## src/design/msr_pkg.sv

```systemverilog
// Package for the modular square root block: widths, constants, sequencer states.
// No dependencies.
package msr_pkg;
  localparam int unsigned WIDTH = 64;
  localparam int unsigned PW = 63;
  localparam int unsigned NONRES_LIMIT = 4096;
  localparam logic [PW-1:0] PRIME_RESET = 63'd3;

  typedef enum logic [4:0] {
    MM_IDLE = 5'b00001,
    MM_RUN  = 5'b00010,
    MM_DONE = 5'b00100,
    MM_RSV0 = 5'b01000,
    MM_RSV1 = 5'b10000
  } mm_state_e;

  typedef enum logic [15:0] {
    S_IDLE   = 16'h0001,
    S_RED    = 16'h0002,
    S_PRE    = 16'h0004,
    S_POW    = 16'h0008,
    S_POWW   = 16'h0010,
    S_EUL    = 16'h0020,
    S_NRS    = 16'h0040,
    S_TSA    = 16'h0080,
    S_TSB    = 16'h0100,
    S_TSC    = 16'h0200,
    S_SQ     = 16'h0400,
    S_SQW    = 16'h0800,
    S_BSQ    = 16'h1000,
    S_UPD    = 16'h2000,
    S_MMW    = 16'h4000,
    S_OUT    = 16'h8000
  } seq_state_e;

  // what the running exponentiation is for
  typedef enum logic [2:0] {
    P_EUL = 3'd0,
    P_R34 = 3'd1,
    P_NRS = 3'd2,
    P_C   = 3'd3,
    P_X   = 3'd4,
    P_T   = 3'd5
  } pow_sel_e;

  typedef struct packed {
    logic          start;
    logic [PW-1:0] x;
    logic [PW-1:0] y;
    logic [PW-1:0] p;
  } mm_req_t;

  typedef struct packed {
    logic          done;
    logic [PW-1:0] r;
  } mm_rsp_t;
endpackage

```

## src/design/msr_mulmod.sv

```systemverilog
// Bit-serial modular multiplier: one double-and-add step per cycle, 63 steps.
// Depends on msr_pkg.
module msr_mulmod import msr_pkg::*; (
  input  logic    clk_i,
  input  logic    rst_ni,
  input  mm_req_t req_i,
  output mm_rsp_t rsp_o
);
  mm_state_e     state_q, state_d;
  logic [PW-1:0] acc_q, acc_d, x_q, y_q, p_q;
  logic [5:0]    bit_q, bit_d;
  logic [PW:0]   dbl, dbr, ad, adr;

  always_comb begin
    dbl = {acc_q, 1'b0};
    dbr = (dbl >= {1'b0, p_q}) ? dbl - {1'b0, p_q} : dbl;
    ad  = dbr + {1'b0, x_q};
    adr = (ad >= {1'b0, p_q}) ? ad - {1'b0, p_q} : ad;
    state_d = state_q;
    acc_d = acc_q;
    bit_d = bit_q;
    case (state_q)
      MM_IDLE, MM_DONE: begin
        if (req_i.start) begin
          state_d = MM_RUN;
          acc_d = '0;
          bit_d = 6'd62;
        end else state_d = MM_IDLE;
      end
      MM_RUN: begin
        acc_d = y_q[bit_q] ? adr[PW-1:0] : dbr[PW-1:0];
        if (bit_q == 6'd0) state_d = MM_DONE;
        else bit_d = bit_q - 6'd1;
      end
      default: state_d = MM_IDLE;
    endcase
  end

  always_ff @(posedge clk_i or negedge rst_ni) begin
    if (!rst_ni) begin
      state_q <= MM_IDLE;
    end else begin
      state_q <= state_d;
    end
  end

  always_ff @(posedge clk_i) begin
    acc_q <= acc_d;
    bit_q <= bit_d;
    if (req_i.start && (state_q != MM_RUN)) begin
      x_q <= req_i.x;
      y_q <= req_i.y;
      p_q <= req_i.p;
    end
  end

  assign rsp_o.done = (state_q == MM_DONE);
  assign rsp_o.r    = acc_q;

`ifndef SYNTHESIS
  a_res_lt_p: assert property (@(posedge clk_i) disable iff (!rst_ni)
    (state_q == MM_DONE) && (p_q != '0) |-> acc_q < p_q) else $error("mulmod result not reduced");
  a_done_pulse: assert property (@(posedge clk_i) disable iff (!rst_ni)
    (state_q == MM_DONE) |=> state_q != MM_DONE || $past(req_i.start)) else $error("done repeats");
  a_run_ends: assert property (@(posedge clk_i) disable iff (!rst_ni)
    (state_q == MM_RUN) && (bit_q == 6'd0) |=> state_q == MM_DONE) else $error("run overran");
`endif
endmodule

```

## config.mk

```make
export PLATFORM = sky130hd
export DESIGN_NAME = msr_mulmod
export DESIGN_NICKNAME = d
export VERILOG_FILES = /design/src/design/msr_pkg.sv /design/src/design/msr_mulmod.sv
export SDC_FILE = /design/constraint.sdc
export NUM_CORES = 1
export LEC_CHECK = 0
export BUFFER_PORTS_ARGS = -buffer_cell sky130_fd_sc_hd__clkbuf_2
export CAP_MARGIN = 0
export CORE_AREA = 2 2 195 197
export DETAILED_ROUTE_END_ITERATION = 10
export DIE_AREA = 0 0 197 199
export PLACE_DENSITY_LB_ADDON = 0.1
export SYNTH_ARGS = -nofsm -noshare
export SYNTH_HDL_FRONTEND = slang
export SYNTH_SLANG_ARGS = --single-unit
```

## constraint.sdc

```tcl
create_clock -name clk_i -period 11 [get_ports clk_i]
set_input_delay 1.65 -clock clk_i [delete_from_list [all_inputs] [get_ports clk_i]]
set_output_delay 1.65 -clock clk_i [all_outputs]
set_load 0.02 [all_outputs]
```

# Word-level counts from Yosys, hierarchy flattened

Index checks and enable logic that the tools add are counted.

Register bits after elaboration: 263
Latch bits: 0
Memory bits (writable): 0
Memory bits (read-only): 0
Input bits: 192
Output and inout port bits: 64
Word-level logic and storage cells: 39
Memories: 0

Add/subtract/negate cells: 4
Multipliers: 0
Div/mod/pow operators: 0
Magnitude comparators: 3
Eq/ne operators: 7
Shifts and indexed selects: 0
Mux-type cells: 13
Bitwise operators: 0
Reductions and logical operators: 6

Operator list:

| cell                                                  | number |
|---|---|
| 2-to-1 mux 63 bit                                     | 3 |
| >= comparator 64 x 63 -> 1 bit                        | 2 |
| case mux 63 bit (2 select lines)                      | 1 |
| adder 64 x 63 -> 64 bit                               | 1 |
| 2-to-1 mux 64 bit                                     | 1 |
| subtractor 64 x 63 -> 64 bit                          | 1 |
| subtractor 63 bit                                     | 1 |
| 2-to-1 mux 6 bit                                      | 2 |
| case mux 6 bit (2 select lines)                       | 1 |
| case mux 5 bit (2 select lines)                       | 1 |
| < comparator 6 x 7 -> 1 bit, second input constant    | 1 |
| binary-select mux 1 bit (select 6 bit)                | 1 |
| logical NOT 6 bit                                     | 1 |
| inequality test 2 bit, second input constant          | 3 |
| subtractor 6 x 1 -> 6 bit, second input constant      | 1 |
| equality test 5 x 1 -> 1 bit, second input constant   | 1 |
| equality test 5 x 2 -> 1 bit, second input constant   | 1 |
| equality test 5 x 3 -> 1 bit, second input constant   | 1 |
| 2-to-1 mux 5 bit                                      | 1 |
| inequality test 5 x 2 -> 1 bit, second input constant | 1 |
| AND reduction 3 bit                                   | 1 |
| 2-to-1 mux 2 bit                                      | 1 |
| AND reduction 2 bit                                   | 1 |
| nonzero test 2 bit                                    | 1 |
| 3 further kinds                                       | 3 |

# Depth between registers and ports, before layout

Word-level depth: 7
Depth in mapped cells: 40
Mapped depth without buffers: 36

# Worst setup path before layout

No wires, ideal clock.

Kind: reg2reg
Start: register acc_q[26]
End: register acc_q[42] (data pin)
Library setup time: 261 ps
Data arrival time: 7,723 ps
Required time: 10,739 ps
Path slack: 3,016 ps
Stages on the path, launching flop included: 36
Path through: edfxtp_1 -> ha_1 -> a21o_1 -> a21oi_1 -> a32oi_1 -> a221o_1 -> a2111o_1 -> nor3_2 -> clkbuf_1 -> buf_1 -> nand2_1 -> o21ai_0 -> ha_1 -> o211ai_1 -> o21ai_1 -> o2111ai_1 -> a211oi_1 -> o31ai_1 -> nor4b_1 -> o22ai_1 -> o31ai_1 -> a21oi_1 -> xnor2_1 -> ha_1 -> clkbuf_1 -> a21o_1 -> a21o_1 -> a21oi_1 -> nand3_1 -> o31ai_1 -> nor4b_2 -> nor2_4 -> buf_6 -> buf_4 -> a32oi_1 -> o21ai_1

Longest elaborated chain between the ends: 7
Elaborated cells on any way between the ends: 9
Those cells by class: add/sub (3); order compare (2); mux (4)

RTL lines:

| element                                                                               | RTL line         | RTL |
|---|---|---|
| from (decl)                                                                           | msr_mulmod.sv:10 | `logic [PW-1:0] acc_q, acc_d, x_q, y_q, p_q;` |
| from (signal assigned)                                                                | msr_mulmod.sv:48 | `acc_q <= acc_d;` |
| subtractor 64 x 63 -> 64 bit / >= comparator 64 x 63 -> 1 bit (equally long branches) | msr_mulmod.sv:16 | `dbr = (dbl >= {1'b0, p_q}) ? dbl - {1'b0, p_q} : dbl;` |
| 2-to-1 mux 64 bit (*)                                                                 | msr_mulmod.sv:16 |  |
| adder 64 x 63 -> 64 bit                                                               | msr_mulmod.sv:17 | `ad = dbr + {1'b0, x_q};` |
| subtractor 63 bit / >= comparator 64 x 63 -> 1 bit (equally long branches)            | msr_mulmod.sv:18 | `adr = (ad >= {1'b0, p_q}) ? ad - {1'b0, p_q} : ad;` |
| 2-to-1 mux 63 bit                                                                     | msr_mulmod.sv:18 |  |
| 2-to-1 mux 63 bit (*)                                                                 | msr_mulmod.sv:31 | `acc_d = y_q[bit_q] ? adr[PW-1:0] : dbr[PW-1:0];` |
| case mux 63 bit (2 select lines) (*)                                                  | msr_mulmod.sv:22 | `case (state_q)` |

Mark *: on every way between the ends. The rest lies on a longest branch, timed or not.
A chain may end at the register's enable or synchronous reset.

# Worst setup path in the final report

Start: register acc_q[44]
End: register acc_q[52] (data pin)

The elaborated chain is that of the path after synthesis.

==> impl_metrics.toml <==
[sta]
slew_headroom_pct = 0.9296
period_needed_ps = 10630
slew_violations = 0
setup_viol = 0
fin_tns_setup_ps = 0
hold_viol_final = 0
clock_skew_ps = 22.48
tightest_slew_ps = 1449
rsz0062_at_grt = "false"
min_period_over_period_pct = 96.61
max_freq_mhz = 94.10

[floorplan]
die-area_sq_um = 39200
ioPinCount = 256
die-width_microns = 197
die_h_microns = 199
start_util_pct = 59.00
rows = 71
design.core.area_sq_um = 37130

[synthesis]
async_reset_ff_share_pct = 1.149
synth-edff-count = 258
syn_avg_cell_area_sq_um = 9.287
netlist_instances = 2359
yosys-top-cells-area = "edfxtp_1, ha_1, a21oi_1"
synthFlopType = "edfxtp_1"
yosysWarnings = 0
synth.top_cell.area_share_pct = 35.36
yosys_register_bits = 261
yosys.area.top_type = "edfxtp_1"
netlist_area_sq_um = 21910
synthDistinctLibCells = 76
synth-seq-area-share_pct = 35.71
synth_nets = 2745

[clocking]
postCtsSetupBuffers = 0
hold_buffers = 0
cts.repair.resized = 0
clk_latency_ps = 600
cts.reportedPaths.clkPinSlew_ps = 70
cts_root_buf = "clkbuf_16"
tritoncts = "done"
cts_sinks = 261
numCtsBuffers = 29
htree_levels = 1
ctsLongestPathBuffers = 3

[worst_setup_path]
crit_type = "register to register"
cp_data_required_time_ps = 11310
worstSetupStartpointType = "register"
path_max_fanout = 36
end_kind = "register"
cpPeakStageDelay_ps = 1020
worstPathArrival_ps = 10940
cpMaxStageDelayCell = "nor2_4"

[outcome]
status = "complete, but fails checks"
violations = "capacitance limit"

[placement]
place.detailed.hpwl_microns = 56280
place_congestion = 1.041
io_buffers = 255

[drt]
drt_iter0_markers = 1971
first_pass_iters = 6
vias = 20113
wl_per_cell_microns = 23.45
vias_per_cell = 6.573
drcViolationCount = 0
wirelength_microns = 71760
antenna_left = 0

[min_path]
min_path_type = "register to register"

[global_routing]
grt_pass1_vias = 19288
antenna_found_initial = 3
grt-ovfl-total = 0
use_met3_pct = 6.918
grt.busiest_layer = "met2"
grt_max_degree = 71
gr-usage-all-layers_pct = 35.87
grt_pass1_wl_microns = 108700
use_met1_pct = 46.86
grt_use_met2_pct = 58.24

[layout]
multiInputGateArea_sq_um = 13280
area_growth_pct = 11.80
layout-drive-gt1-share_pct = 14.35
seqCellArea_sq_um = 7824
nNetsFinal = 2951
antennaDiodeCount = 0
fillerInstances = 3129

[job]
max_cap_viol_count = 1
## layer usage
metal  up-vias  part of all wire [%]
met1      9536                    40
met5         -                 0.046
met2      1043                    46
met3       228                   9.2
li1       9302                     -
met4         4                   4.9
## layout make-up
class,instances,area share (%)
multi-input combinational,1890,54.22
sequential,261,31.94
timing repair buffer,274,5.844
clock buffer,34,3.039
tap,474,2.421
inverter,109,1.670
clock inverter,18,0.8582
## flip-flops by register name, indices dropped and copies added (netlist names)
name,cells
bit_q,6
state_q,3
acc_q,63
p_q,63
x_q,63
y_q,63
## layout by cell type, fill, tap and decap left out, types with 30 or more instances in the layout
cell type | Yosys | routed
mux2i_1 | 60 | 60
ha_1 | 191 | 191
nor2_1 | 129 | 127
o21a_1 | 34 | 34
xor2_1 | 70 | 70
o21ai_0 | 199 | 199
edfxtp_1 | 258 | 258
a21o_1 | 123 | 123
nor2b_1 | 30 | 30
nand4_1 | 50 | 50
inv_1 | 109 | 108
xnor2_1 | 107 | 107
a21oi_1 | 233 | 233
nand3_1 | 34 | 34
clkbuf_2 | 1 | 255
nand2_1 | 204 | 203
nor3_1 | 38 | 38
## through the flow
stage	util (%)	cells	hold slack [ps]	setup slack (ps)	instance area (sq um)
finish	65.96	3060	566.2	372.7	24490
global route	65.96	3060	573.5	77.30	24490
CTS	65.96	3060	551.9	772.6	24490
detailed placement	63.39	3008	542.9	843.6	23540
global placement	63.39	3008	531.5	1025	23540
floorplan	-	2359	491.2	3016	21910
## worst paths after layout
path / startpoint / end / slack, ps / depth (start not counted)
max in group asynchronous: rst_ni / state_q[0] / 9950 / 1
worst min register to register: bit_q[5] / state_q[2] / 570 / 1
min in group asynchronous: rst_ni / state_q[2] / 850 / 1
worst max-delay path: acc_q[44] / acc_q[52] / 370 / 32
worst max register to register: acc_q[44] / acc_q[52] / 370 / 32
worst min-delay path: bit_q[5] / state_q[2] / 570 / 1
## worst max-delay path, delay by kind of cell, from the launching register on
kind | cells | cell delay (ps)
simple gates | 6 | 2880
xor+xnor | 1 | 190
buf+inv | 4 | 830
flops | 1 | 430
fa+ha+maj | 3 | 1210
mux | 2 | 810
compound gates | 16 | 3940
## synth_stat cells, types with 9 or more instances
master	n
a211oi_1	21
a21o_1	123
a21oi_1	233
a31oi_1	26
and2_1	14
and3_1	20
clkbuf_1	82
edfxtp_1	258
ha_1	191
inv_1	109
mux2i_1	60
mux4_2	20
nand2_1	204
nand2b_1	25
nand3_1	34
nand4_1	50
nor2_1	129
nor2b_1	30
nor3_1	38
o211ai_1	17
o21a_1	34
o21ai_0	199
o21ai_1	20
o21bai_1	29
o2bb2ai_1	20
o31a_1	9
o31ai_1	15
or2_2	10
or3_1	13
xnor2_1	107
xor2_1	70
## kinds of logic after synthesis
kind of cell / after synthesis / synth area share [%]
fa+ha+maj: 194 / 11.18
compound gates: 832 / 23.89
flops: 261 / 35.71
buf+inv: 208 / 3.741
xor+xnor: 177 / 7.076
mux: 88 / 5.208
simple gates: 599 / 13.19
Power is not shown: default switching activity piles up to over one toggle a cycle in this logic, so the estimate is an artifact.
